[src/design/tmpt_pkg.sv]
// Shared types and constants for the touch majority publish throttle.
// No dependencies; used by the controller, the datapath and the top level.
package tmpt_pkg;

    localparam int unsigned MASK_W   = 35;   // touch and publish mask field width
    localparam int unsigned TIME_W   = 32;   // microsecond time width
    localparam int unsigned MS_W     = 23;   // width of now_us / 1000
    localparam int unsigned CFG_IDX_W = 3;
    localparam int unsigned CFG_DATA_W = 16;
    localparam int unsigned HZ_W     = 16;
    localparam int unsigned DIV_STEPS = 20;  // restoring steps for 1e6 / hz
    localparam int unsigned STEP_W   = 5;

    // now_us / 1000 == (now_us * DIV_MAGIC) >> DIV_SHIFT for all 32-bit now_us
    localparam logic [28:0] DIV_MAGIC = 29'd274877907;
    localparam int unsigned DIV_SHIFT = 38;
    localparam logic [DIV_STEPS-1:0] US_PER_S = 20'd1000000;

    typedef enum logic [CFG_IDX_W-1:0] {
        CFG_WINDOW_MS   = 3'd0,
        CFG_EXTRA_SENDS = 3'd1,
        CFG_RATE_HZ     = 3'd2,
        CFG_RATE_ON     = 3'd3,
        CFG_CHANGE_ONLY = 3'd4
    } t_cfg_idx;

    typedef enum logic [2:0] {
        ST_IDLE,
        ST_MUL,
        ST_DIVIDE,
        ST_STORE,
        ST_SCAN,
        ST_DRAIN,
        ST_DECIDE
    } t_state;

    typedef struct packed {
        logic take;     // capture input item
        logic ms;       // register now_ms from the reciprocal product
        logic div;      // one restoring step of the interval divider
        logic store;    // write the slot ring, clear vote counters
        logic scan;     // read next slot
        logic decide;   // evaluate, update send state, load output register
    } t_cmd;

    typedef struct packed {
        logic div_last;
        logic scan_last;
        logic no_window;
        logic out_free;
    } t_status;

endpackage

[src/design/touch_majority_publish_throttle.sv]
// Touch majority publish throttle: top level.
// One tick item in on the slave stream, one result item out on the master stream.
// Configuration registers are written over a valid/ready channel, index 0..4:
// aggregation window ms, extra send count, rate limit Hz, rate limit on,
// send on change only. The write port is always ready.
// Steps: a multiply for now_us / 1000, restoring steps for the 1e6 / Hz
// interval (the slot index settles alongside), a slot write, the vote scan
// (skipped with a zero window), then evaluate. One item at a time: a tick is
// taken only after the one before has loaded the output register.
// The result sits in an output register; the next tick is taken while it
// waits. If the receiver stalls, the following result waits in the evaluate
// step and no further tick is taken until the register frees.
// Reset (synchronous, active low) clears configuration, slot valid bits and
// all send state; slot contents are left as they are.
module touch_majority_publish_throttle #(
    parameter int SLOT_COUNT = 16,
    parameter int AREA_BITS  = 35
) (
    input  logic        i_clk,
    input  logic        i_rst_n,
    input  logic        s_axis_tvalid,
    output logic        s_axis_tready,
    input  logic [71:0] s_axis_tdata,   // now_us[31:0], area mask[66:32], zero pad
    input  logic        s_axis_tuser,   // link_ready
    output logic        m_axis_tvalid,
    input  logic        m_axis_tready,
    output logic [39:0] m_axis_tdata,   // publish_mask[34:0], zero pad
    output logic [1:0]  m_axis_tuser,   // send_now, rate_held
    input  logic        i_cfg_valid,
    output logic        o_cfg_ready,
    input  logic [tmpt_pkg::CFG_IDX_W-1:0]  i_cfg_index,
    input  logic [tmpt_pkg::CFG_DATA_W-1:0] i_cfg_data
);

    tmpt_pkg::t_cmd    cmd;
    tmpt_pkg::t_status status;
    logic              idle;
    logic              send_now;
    logic              rate_held;
    logic [tmpt_pkg::MASK_W-1:0] publish_mask;

    assign s_axis_tready = idle;
    assign o_cfg_ready   = 1'b1;

    tmpt_ctrl u_ctrl (
        .i_clk    (i_clk),
        .i_rst_n  (i_rst_n),
        .i_take   (s_axis_tvalid),
        .i_status (status),
        .o_idle   (idle),
        .o_cmd    (cmd)
    );

    tmpt_datapath #(
        .SLOT_COUNT (SLOT_COUNT),
        .AREA_BITS  (AREA_BITS)
    ) u_dp (
        .i_clk          (i_clk),
        .i_rst_n        (i_rst_n),
        .i_cmd          (cmd),
        .o_status       (status),
        .i_now_us       (s_axis_tdata[31:0]),
        .i_area_mask    (s_axis_tdata[66:32]),
        .i_link_ready   (s_axis_tuser),
        .i_cfg_we       (i_cfg_valid),
        .i_cfg_index    (i_cfg_index),
        .i_cfg_data     (i_cfg_data),
        .i_out_take     (m_axis_tready),
        .o_out_valid    (m_axis_tvalid),
        .o_send_now     (send_now),
        .o_publish_mask (publish_mask),
        .o_rate_held    (rate_held)
    );

    assign m_axis_tdata = {5'b0, publish_mask};
    assign m_axis_tuser = {rate_held, send_now};

endmodule

[src/design/tmpt_ctrl.sv]
// Sequencer for the touch majority publish throttle.
// Depends on tmpt_pkg; drives the datapath by command struct.
module tmpt_ctrl (
    input  logic              i_clk,
    input  logic              i_rst_n,
    input  logic              i_take,
    input  tmpt_pkg::t_status i_status,
    output logic              o_idle,
    output tmpt_pkg::t_cmd    o_cmd
);

    tmpt_pkg::t_state r_state, n_state;

    always_ff @(posedge i_clk) begin
        if (!i_rst_n) begin
            r_state <= tmpt_pkg::ST_IDLE;
        end else begin
            r_state <= n_state;
        end
    end

    always_comb begin
        n_state = r_state;
        o_cmd   = '0;
        o_idle  = 1'b0;
        unique case (r_state)
            tmpt_pkg::ST_IDLE: begin
                o_idle = 1'b1;
                if (i_take) begin
                    o_cmd.take = 1'b1;
                    n_state    = tmpt_pkg::ST_MUL;
                end
            end
            tmpt_pkg::ST_MUL: begin
                o_cmd.ms = 1'b1;
                n_state  = tmpt_pkg::ST_DIVIDE;
            end
            tmpt_pkg::ST_DIVIDE: begin
                o_cmd.div = 1'b1;
                if (i_status.div_last) begin
                    n_state = tmpt_pkg::ST_STORE;
                end
            end
            tmpt_pkg::ST_STORE: begin
                o_cmd.store = 1'b1;
                n_state = i_status.no_window ? tmpt_pkg::ST_DECIDE : tmpt_pkg::ST_SCAN;
            end
            tmpt_pkg::ST_SCAN: begin
                o_cmd.scan = 1'b1;
                if (i_status.scan_last) begin
                    n_state = tmpt_pkg::ST_DRAIN;
                end
            end
            tmpt_pkg::ST_DRAIN: begin
                // last read data is counted this cycle
                n_state = tmpt_pkg::ST_DECIDE;
            end
            tmpt_pkg::ST_DECIDE: begin
                if (i_status.out_free) begin
                    o_cmd.decide = 1'b1;
                    n_state      = tmpt_pkg::ST_IDLE;
                end
            end
            default: n_state = tmpt_pkg::ST_IDLE;
        endcase
    end

endmodule

[src/design/tmpt_datapath.sv]
// Datapath: ms conversion, slot ring, majority vote lanes, send rule, output register.
// Depends on tmpt_pkg; sequenced by tmpt_ctrl.
module tmpt_datapath #(
    parameter int SLOT_COUNT = 16,
    parameter int AREA_BITS  = 35
) (
    input  logic                                 i_clk,
    input  logic                                 i_rst_n,
    input  tmpt_pkg::t_cmd                       i_cmd,
    output tmpt_pkg::t_status                    o_status,
    // input item
    input  logic [tmpt_pkg::TIME_W-1:0]          i_now_us,
    input  logic [tmpt_pkg::MASK_W-1:0]          i_area_mask,
    input  logic                                 i_link_ready,
    // configuration
    input  logic                                 i_cfg_we,
    input  logic [tmpt_pkg::CFG_IDX_W-1:0]       i_cfg_index,
    input  logic [tmpt_pkg::CFG_DATA_W-1:0]      i_cfg_data,
    // result item
    input  logic                                 i_out_take,
    output logic                                 o_out_valid,
    output logic                                 o_send_now,
    output logic [tmpt_pkg::MASK_W-1:0]          o_publish_mask,
    output logic                                 o_rate_held
);

    localparam int L  = (AREA_BITS < 35) ? AREA_BITS : 35;
    localparam int SW = (SLOT_COUNT > 1) ? $clog2(SLOT_COUNT) : 1;
    localparam int VW = $clog2(SLOT_COUNT + 1);
    localparam int MW = tmpt_pkg::MS_W;
    localparam logic [SW-1:0] LAST_SLOT = SW'(SLOT_COUNT - 1);
    localparam int LOG_D     = $clog2(SLOT_COUNT);
    localparam int MOD_SHIFT = MW + LOG_D;
    localparam int PW        = MOD_SHIFT + MW;
    localparam logic [MW:0] MOD_MAGIC =
        (MW+1)'(((64'd1 << MOD_SHIFT) + 64'(SLOT_COUNT) - 64'd1) / 64'(SLOT_COUNT));
    localparam logic [MW-1:0] SLOTS_M = MW'(SLOT_COUNT);

    // configuration registers
    logic [7:0]                    r_window;
    logic [7:0]                    r_extra;
    logic [tmpt_pkg::HZ_W-1:0]     r_hz;
    logic                          r_rate_on;
    logic                          r_change_only;

    always_ff @(posedge i_clk) begin
        if (!i_rst_n) begin
            r_window      <= '0;
            r_extra       <= '0;
            r_hz          <= '0;
            r_rate_on     <= 1'b0;
            r_change_only <= 1'b0;
        end else if (i_cfg_we) begin
            unique case (i_cfg_index)
                tmpt_pkg::CFG_WINDOW_MS:   r_window      <= i_cfg_data[7:0];
                tmpt_pkg::CFG_EXTRA_SENDS: r_extra       <= i_cfg_data[7:0];
                tmpt_pkg::CFG_RATE_HZ:     r_hz          <= i_cfg_data;
                tmpt_pkg::CFG_RATE_ON:     r_rate_on     <= i_cfg_data[0];
                tmpt_pkg::CFG_CHANGE_ONLY: r_change_only <= i_cfg_data[0];
                default: ;
            endcase
        end
    end

    // captured item
    logic [tmpt_pkg::TIME_W-1:0] r_now;
    logic [L-1:0]                r_sample;
    logic                        r_ready;
    logic [MW-1:0]               r_now_ms;
    logic [60:0]                 prod;

    assign prod = 61'(r_now) * 61'(tmpt_pkg::DIV_MAGIC);

    always_ff @(posedge i_clk) begin
        if (i_cmd.take) begin
            r_now    <= i_now_us;
            r_sample <= i_area_mask[L-1:0];
            r_ready  <= i_link_ready;
        end
        if (i_cmd.ms) begin
            r_now_ms <= prod[tmpt_pkg::DIV_SHIFT +: MW];
        end
    end

    // restoring divider for 1e6 / hz, one bit a step
    logic [tmpt_pkg::STEP_W-1:0] r_step;
    logic [tmpt_pkg::HZ_W:0]     r_hrem;
    logic [MW-1:0]               r_gap;
    logic [tmpt_pkg::HZ_W:0]     hrem_sh;
    logic                        hq;
    logic [tmpt_pkg::STEP_W-1:0] bit_idx;

    assign bit_idx = tmpt_pkg::STEP_W'(tmpt_pkg::DIV_STEPS - 1) - r_step;
    assign hrem_sh = {r_hrem[tmpt_pkg::HZ_W-1:0], tmpt_pkg::US_PER_S[bit_idx]};
    assign hq      = (hrem_sh >= {1'b0, r_hz});

    always_ff @(posedge i_clk) begin
        if (i_cmd.ms) begin
            r_step <= '0;
            r_hrem <= '0;
            r_gap  <= '0;
        end else if (i_cmd.div) begin
            r_step <= r_step + 1'b1;
            r_hrem <= hq ? hrem_sh - {1'b0, r_hz} : hrem_sh;
            r_gap  <= {r_gap[MW-2:0], hq};
        end
    end

    // slot index: now_ms mod SLOT_COUNT by reciprocal multiply; the quotient
    // lands on the first divider step, the remainder is right from the second
    logic [PW-1:0] qprod;
    logic [MW-1:0] r_quot;
    logic [MW-1:0] rem_full;
    logic [SW-1:0] r_slot;

    assign qprod    = PW'(r_now_ms) * PW'(MOD_MAGIC);
    assign rem_full = r_now_ms - r_quot * SLOTS_M;

    always_ff @(posedge i_clk) begin
        if (i_cmd.div) begin
            r_quot <= qprod[MOD_SHIFT +: MW];
            r_slot <= rem_full[SW-1:0];
        end
    end

    // slot ring
    logic [MW+L-1:0]       mem [SLOT_COUNT];
    logic [SLOT_COUNT-1:0] r_slot_valid;
    logic [SW-1:0]         slot;
    logic [SW-1:0]         r_scan_idx;
    logic [MW+L-1:0]       r_rd_data;
    logic                  r_rd_sv;
    logic                  r_rd_vld;

    assign slot = r_slot;

    always_ff @(posedge i_clk) begin
        if (i_cmd.store) begin
            mem[slot] <= {r_now_ms, r_sample};
        end
        if (i_cmd.scan) begin
            r_rd_data <= mem[r_scan_idx];
            r_rd_sv   <= r_slot_valid[r_scan_idx];
        end
    end

    always_ff @(posedge i_clk) begin
        if (!i_rst_n) begin
            r_slot_valid <= '0;
            r_rd_vld     <= 1'b0;
        end else begin
            if (i_cmd.store) begin
                r_slot_valid[slot] <= 1'b1;
            end
            r_rd_vld <= i_cmd.scan;
        end
    end

    // vote lanes
    logic [VW-1:0]   r_votes [L];
    logic [VW-1:0]   r_count;
    logic [MW:0]     age;
    logic            hit;
    logic [MW-1:0]   rd_time;
    logic [L-1:0]    rd_mask;

    assign rd_time = r_rd_data[L +: MW];
    assign rd_mask = r_rd_data[L-1:0];
    assign age     = {1'b0, r_now_ms} - {1'b0, rd_time};
    // slot newer than now wraps to a huge age and never counts
    assign hit     = r_rd_vld && r_rd_sv && !age[MW] && (age[MW-1:0] <= MW'(r_window));

    always_ff @(posedge i_clk) begin
        if (i_cmd.store) begin
            r_scan_idx <= '0;
            r_count    <= '0;
            for (int b = 0; b < L; b++) begin
                r_votes[b] <= '0;
            end
        end else begin
            if (i_cmd.scan) begin
                r_scan_idx <= r_scan_idx + 1'b1;
            end
            if (hit) begin
                r_count <= r_count + 1'b1;
                for (int b = 0; b < L; b++) begin
                    r_votes[b] <= r_votes[b] + VW'(rd_mask[b]);
                end
            end
        end
    end

    // send state
    logic [L-1:0] r_prev_agg;
    logic         r_agg_valid;
    logic [L-1:0] r_sent_mask;
    logic         r_sent_valid;
    logic [tmpt_pkg::TIME_W-1:0] r_last_send;
    logic [7:0]   r_repeats;

    logic [tmpt_pkg::TIME_W-1:0] since;
    logic         held;
    logic [L-1:0] maj;
    logic [L-1:0] pub;
    logic         use_maj;
    logic         changed;
    logic         send;
    logic [tmpt_pkg::MASK_W-1:0] pub_full;

    assign since = r_now - r_last_send;
    assign held  = r_rate_on && (r_hz != '0) && (r_last_send != '0) && (r_gap != '0)
                   && (since < tmpt_pkg::TIME_W'(r_gap));

    always_comb begin
        for (int b = 0; b < L; b++) begin
            maj[b] = ({r_votes[b], 1'b0} > {1'b0, r_count})
                     || (({r_votes[b], 1'b0} == {1'b0, r_count}) && r_agg_valid
                         && r_prev_agg[b]);
        end
        use_maj = 1'b0;
        if (r_window == '0) begin
            pub = r_sample;
        end else if (r_count == '0) begin
            pub = r_agg_valid ? r_prev_agg : r_sample;
        end else begin
            pub     = maj;
            use_maj = 1'b1;
        end
        changed  = !r_sent_valid || (pub != r_sent_mask);
        send     = (!r_change_only || changed || (r_repeats != '0)) && r_ready;
        pub_full = '0;
        pub_full[L-1:0] = pub;
    end

    always_ff @(posedge i_clk) begin
        if (!i_rst_n) begin
            r_prev_agg   <= '0;
            r_agg_valid  <= 1'b0;
            r_sent_mask  <= '0;
            r_sent_valid <= 1'b0;
            r_last_send  <= '0;
            r_repeats    <= '0;
        end else if (i_cmd.decide && !held) begin
            if (use_maj) begin
                r_prev_agg  <= maj;
                r_agg_valid <= 1'b1;
            end
            if (send) begin
                if (changed) begin
                    r_repeats <= r_extra;
                end else if (r_change_only && (r_repeats != '0)) begin
                    r_repeats <= r_repeats - 1'b1;
                end
                r_sent_mask  <= pub;
                r_sent_valid <= 1'b1;
                if (r_rate_on) begin
                    r_last_send <= r_now;
                end
            end
        end
    end

    // output register
    always_ff @(posedge i_clk) begin
        if (!i_rst_n) begin
            o_out_valid <= 1'b0;
        end else if (i_cmd.decide) begin
            o_out_valid <= 1'b1;
        end else if (i_out_take) begin
            o_out_valid <= 1'b0;
        end
    end

    always_ff @(posedge i_clk) begin
        if (i_cmd.decide) begin
            o_send_now     <= !held && send;
            o_publish_mask <= held ? '0 : pub_full;
            o_rate_held    <= held;
        end
    end

    assign o_status.div_last  = (r_step == tmpt_pkg::STEP_W'(tmpt_pkg::DIV_STEPS - 1));
    assign o_status.scan_last = (r_scan_idx == LAST_SLOT);
    assign o_status.no_window = (r_window == '0);
    assign o_status.out_free  = !o_out_valid || i_out_take;

endmodule

[config.mk]
export PLATFORM = sky130hd
export DESIGN_NAME = touch_majority_publish_throttle
export DESIGN_NICKNAME = d
export VERILOG_FILES = /design/src/design/tmpt_pkg.sv /design/src/design/touch_majority_publish_throttle.sv /design/src/design/tmpt_ctrl.sv /design/src/design/tmpt_datapath.sv
export SDC_FILE = /design/constraint.sdc
export NUM_CORES = 2
export LEC_CHECK = 0
export BUFFER_PORTS_ARGS = -buffer_cell sky130_fd_sc_hd__clkbuf_2
export CORE_ASPECT_RATIO = 1.75
export CORE_MARGIN = 3
export CORE_UTILIZATION = 40
export CTS_BUF_LIST = sky130_fd_sc_hd__clkbuf_4
export DETAILED_ROUTE_END_ITERATION = 10
export PLACE_DENSITY = 0.58
export SYNTH_ARGS = -nofsm -noshare
export SYNTH_HDL_FRONTEND = slang
export SYNTH_HIERARCHICAL = 1
export SYNTH_SLANG_ARGS = --single-unit
[constraint.sdc]
create_clock -name i_clk -period 21.1 [get_ports i_clk]
set_clock_uncertainty 0.05 [all_clocks]
set_input_delay 1.055 -clock i_clk [delete_from_list [all_inputs] [get_ports i_clk]]
set_output_delay 1.055 -clock i_clk [all_outputs]
set_load 0.05 [all_outputs]
==> impl_metrics.py <==
metrics = {
    "logic_synthesis": {
        "synth_async_sr_flop_share_pct": 0,
        "synth_flop_cell": "edfxtp_1",
        "synth_top_area_share_pct": 47.1,
        "ys_types": 100,
        "ys_seq_elements": 1514,
        "yosys.area.top_type": "edfxtp_1",
        "syn_avg_cell_area_um2": 13.6,
        "syn_area_mm2": 0.0825,
        "synth_area_leaders": "edfxtp_1 (47%), ha_1 (11%), mux4_2 (8.1%)",
        "netlist_instances": 6076,
        "synth-edff-count": 1294,
        "yosys_warnings": 6,
        "synth-seq-area-share_pct": 52.4,
    },
    "cells_and_area": {
        "fin_cells": 9467,
        "nFillCells": 18500,
        "final_area_mm2": 0.0920,
        "layout-drive-gt1-share_pct": 17.2,
        "fin_nets": 7634,
        "area_growth_pct": 11.6,
    },
    "die": {
        "initial_utilization_pct": 40.4,
        "io_pins": 142,
        "die_area_mm2": 0.212,
        "die_x_um": 349,
        "die_h_um": 607,
        "row_count": 219,
        "core_area_mm2": 0.204,
    },
    "clocking": {
        "htree_levels": 5,
        "cts_sinks": 1514,
        "post_cts_resize_count": 0,
        "cts_buffer_depth": 4,
        "cts.clk_slew.worst_paths_ps": 70,
        "cts-root-buf": "clkbuf_4",
        "clock_latency_ps": 1150,
        "cts_tree": "done",
        "cts_made_buffers": 363,
    },
    "timing": {
        "setup_tns_ps": 0,
        "hold_viol": 0,
        "min_period_ps": 8750,
        "worstMarginPinSlew_ps": 1240,
        "report.final.slew_viol_count": 0,
        "maxSlewHeadroom_pct": 16.9,
        "fmax_mhz": 114,
        "hold_slack_ps": 160,
        "setup_viol": 0,
        "grt_setup_unrepaired": "no",
        "fin_crit_sh_pct": 41.5,
    },
    "placement": {
        "place_congestion": 0.933,
        "hpwl_um": 147000,
        "io_buffers": 130,
        "placed_area_mm2": 0.0865,
        "dp_cells": 8743,
    },
    "power": {
        "cellPowerDensity_mw_per_mm2": 155,
        "power_mw": 14.2,
        "peakVddDrop_v": 0.000388,
        "power.leakage_nw": 34.2,
    },
    "detailed_routing": {
        "viasPerCell": 5.45,
        "route.vias.total": 51600,
        "wl_per_cell_um": 23.3,
        "route.detailed.drc": 0,
        "drt_wl_total_um": 221000,
        "firstDrtPassIters": 5,
        "drt_iter0_drc": 3083,
        "ant_nets": 0,
    },
    "grt": {
        "antenna_found_initial": 16,
        "grt_pass1_vias": 55200,
        "grt_util_all_layers_pct": 20.9,
        "grt.overflow.total": 0,
        "grt_max_degree": 132,
        "grt_pass1_wl_um": 332000,
    },
    "run_status": {
        "status": "finished clean",
    },
    "worst_hold_path": {
        "holdPathStages": 3,
        "worst_hold_path.endpoint": "u_dp/r_hz[8]",
        "min_path_type": "in2reg",
        "min-delay-start": "i_cfg_data[8]",
    },
    "setup_path": {
        "cp_max_fo": 13,
        "r2r_cells": 23,
        "cp.required_ps": 21880,
        "start_kind": "flip-flop",
        "regToRegEndpoint": "u_dp/r_now_ms[22]",
        "worstSetupPathType": "reg2reg",
        "r2r-start": "u_dp/r_now[9]",
        "critical_path.startpoint": "u_dp/r_now[9]",
        "arrival_ps": 9530,
        "r2r_setup_slack_ps": 12350,
        "cp-end-kind": "flip-flop",
    },
    "job": {
        "max-cap-violations": 0,
    },
}
where the power goes:
group          internal (mW)  total [mW]  switching, mW
logic                   3.36        7.99           4.62
clock network           1.29        2.47           1.18
registers               3.55        3.77          0.216
total                   8.20        14.2           6.02
layer usage:
metal	part of all wire [%]	track usage [%]	wire [µm]
met1	36	22.2	78800
met2	54	39.5	120000
met3	4.5	3.01	9880
met4	5.5	11.1	12200
met5	0.038	0	84
layout by cell type, fill, tap and decap left out, types with 101 or more instances in the layout:
master,n
clkbuf_2,129
clkbuf_4,530
nor2_1,342
nand2_1,247
buf_4,101
fa_1,301
a21oi_1,227
inv_1,676
xor2_1,108
ha_1,708
edfxtp_1,1294
dfxtp_1,215
nand3_1,161
mux4_2,295
o21ai_0,172
cell usage after synthesis (all sizes together) (8+ instances only):
| library cell | n |
|---|---|
| a211oi | 63 |
| nand3b | 11 |
| xnor2 | 71 |
| mux4 | 295 |
| and4 | 8 |
| nand4b | 16 |
| o31ai | 18 |
| or2 | 14 |
| nor2b | 48 |
| xor2 | 108 |
| clkbuf | 150 |
| o22ai | 20 |
| nor2 | 359 |
| nand2b | 33 |
| nand4 | 59 |
| a2111oi | 10 |
| buf | 71 |
| fa | 301 |
| nand2 | 249 |
| o221ai | 10 |
| ha | 708 |
| dfxtp | 220 |
| and2 | 100 |
| nor4 | 34 |
| a21o | 54 |
| o21bai | 18 |
| o211ai | 33 |
| edfxtp | 1294 |
| o21ai | 172 |
| o41ai | 22 |
| a21oi | 228 |
| nor3 | 55 |
| or3 | 44 |
| a211o | 25 |
| or4 | 18 |
| o31a | 10 |
| nand3 | 161 |
| inv | 682 |
| a31oi | 23 |
| nor4b | 9 |
| o21a | 30 |
| mux2i | 86 |
| and3 | 21 |
worst max path at each step:
stage                                    end  slack, ps
after floorplan           u_dp/r_votes[0][0]      12780
after CTS                  u_dp/r_now_ms[22]      12090
after global placement     u_dp/r_now_ms[22]      12200
after detailed placement   u_dp/r_now_ms[22]      12180
final                      u_dp/r_now_ms[22]      12350
after global routing       u_dp/r_now_ms[22]      12020
metrics by stage:
stage / util, % / worst slack, ps
floorplan: - / 12780
global placement: 42.4 / 12200
detailed placement: 42.4 / 12180
CTS: 45.1 / 12090
global route: 45.1 / 12020
finish: 45.1 / 12350
worst max-delay path, stage by stage, from the launching register on:
cell,delay [ps]
edfxtp_1,1010
ha_1,410
fa_1,460
fa_1,560
inv_1,60
fa_1,500
inv_1,50
fa_1,520
fa_1,440
fa_1,540
inv_1,50
fa_1,510
inv_1,40
ha_1,320
a211oi_1,230
o21bai_1,170
a221oi_1,430
o211ai_1,230
a211oi_1,840
or3_1,250
nand3_1,80
and2_1,160
a41o_1,250
or2_2,280
area by class of cell:
type | count | area, µm² | area share [%]
repair buffers | 304 | 2160 | 2.35
clock inverters | 113 | 766 | 0.832
clock buffers | 530 | 3980 | 4.32
diodes | 9 | 22.5 | 0.0245
inverters | 683 | 2570 | 2.79
well taps | 2652 | 3320 | 3.61
multi-input cells | 3662 | 35900 | 39.1
flip-flops and latches | 1514 | 43300 | 47.0
state kept, by name (all words and copies together) (netlist names), 3 cells and up:
register and cells:
u_dp/r_window 8, u_dp/r_votes 175, u_dp/r_slot 4, u_dp/r_hz 16, u_dp/o_publish_mask 35, u_dp/r_step 5
u_dp/r_scan_idx 4, u_dp/r_last_send 32, u_dp/r_rd_data 58, u_dp/r_hrem 16, u_dp/r_repeats 8, u_dp/r_gap 23
u_dp/r_now_ms 23, u_dp/r_count 5, u_dp/r_prev_agg 35, u_dp/mem 928, u_dp/r_sent_mask 35, u_dp/r_slot_valid 16
u_ctrl/r_state 3, u_dp/r_extra 8, u_dp/r_now 32, u_dp/r_sample 35
cell families after synthesis:
group | Yosys count | share of synthesized area, %
other | 2 | 0.00910
flip-flops | 1514 | 52.4
adder cells (fa/ha/maj) | 1009 | 18.0
AND/OR/NAND/NOR | 1265 | 7.75
AO/OA/AOI/OAI | 821 | 6.51
buffers and inverters | 904 | 4.25
XOR/XNOR | 179 | 1.90
multiplexers | 382 | 9.11
timing repair:
item	CTS	global route
hold endpoints to repair	73	0
setup buffers	0	0
hold buffers	72	0
Power figures use the tool's default switching activity.
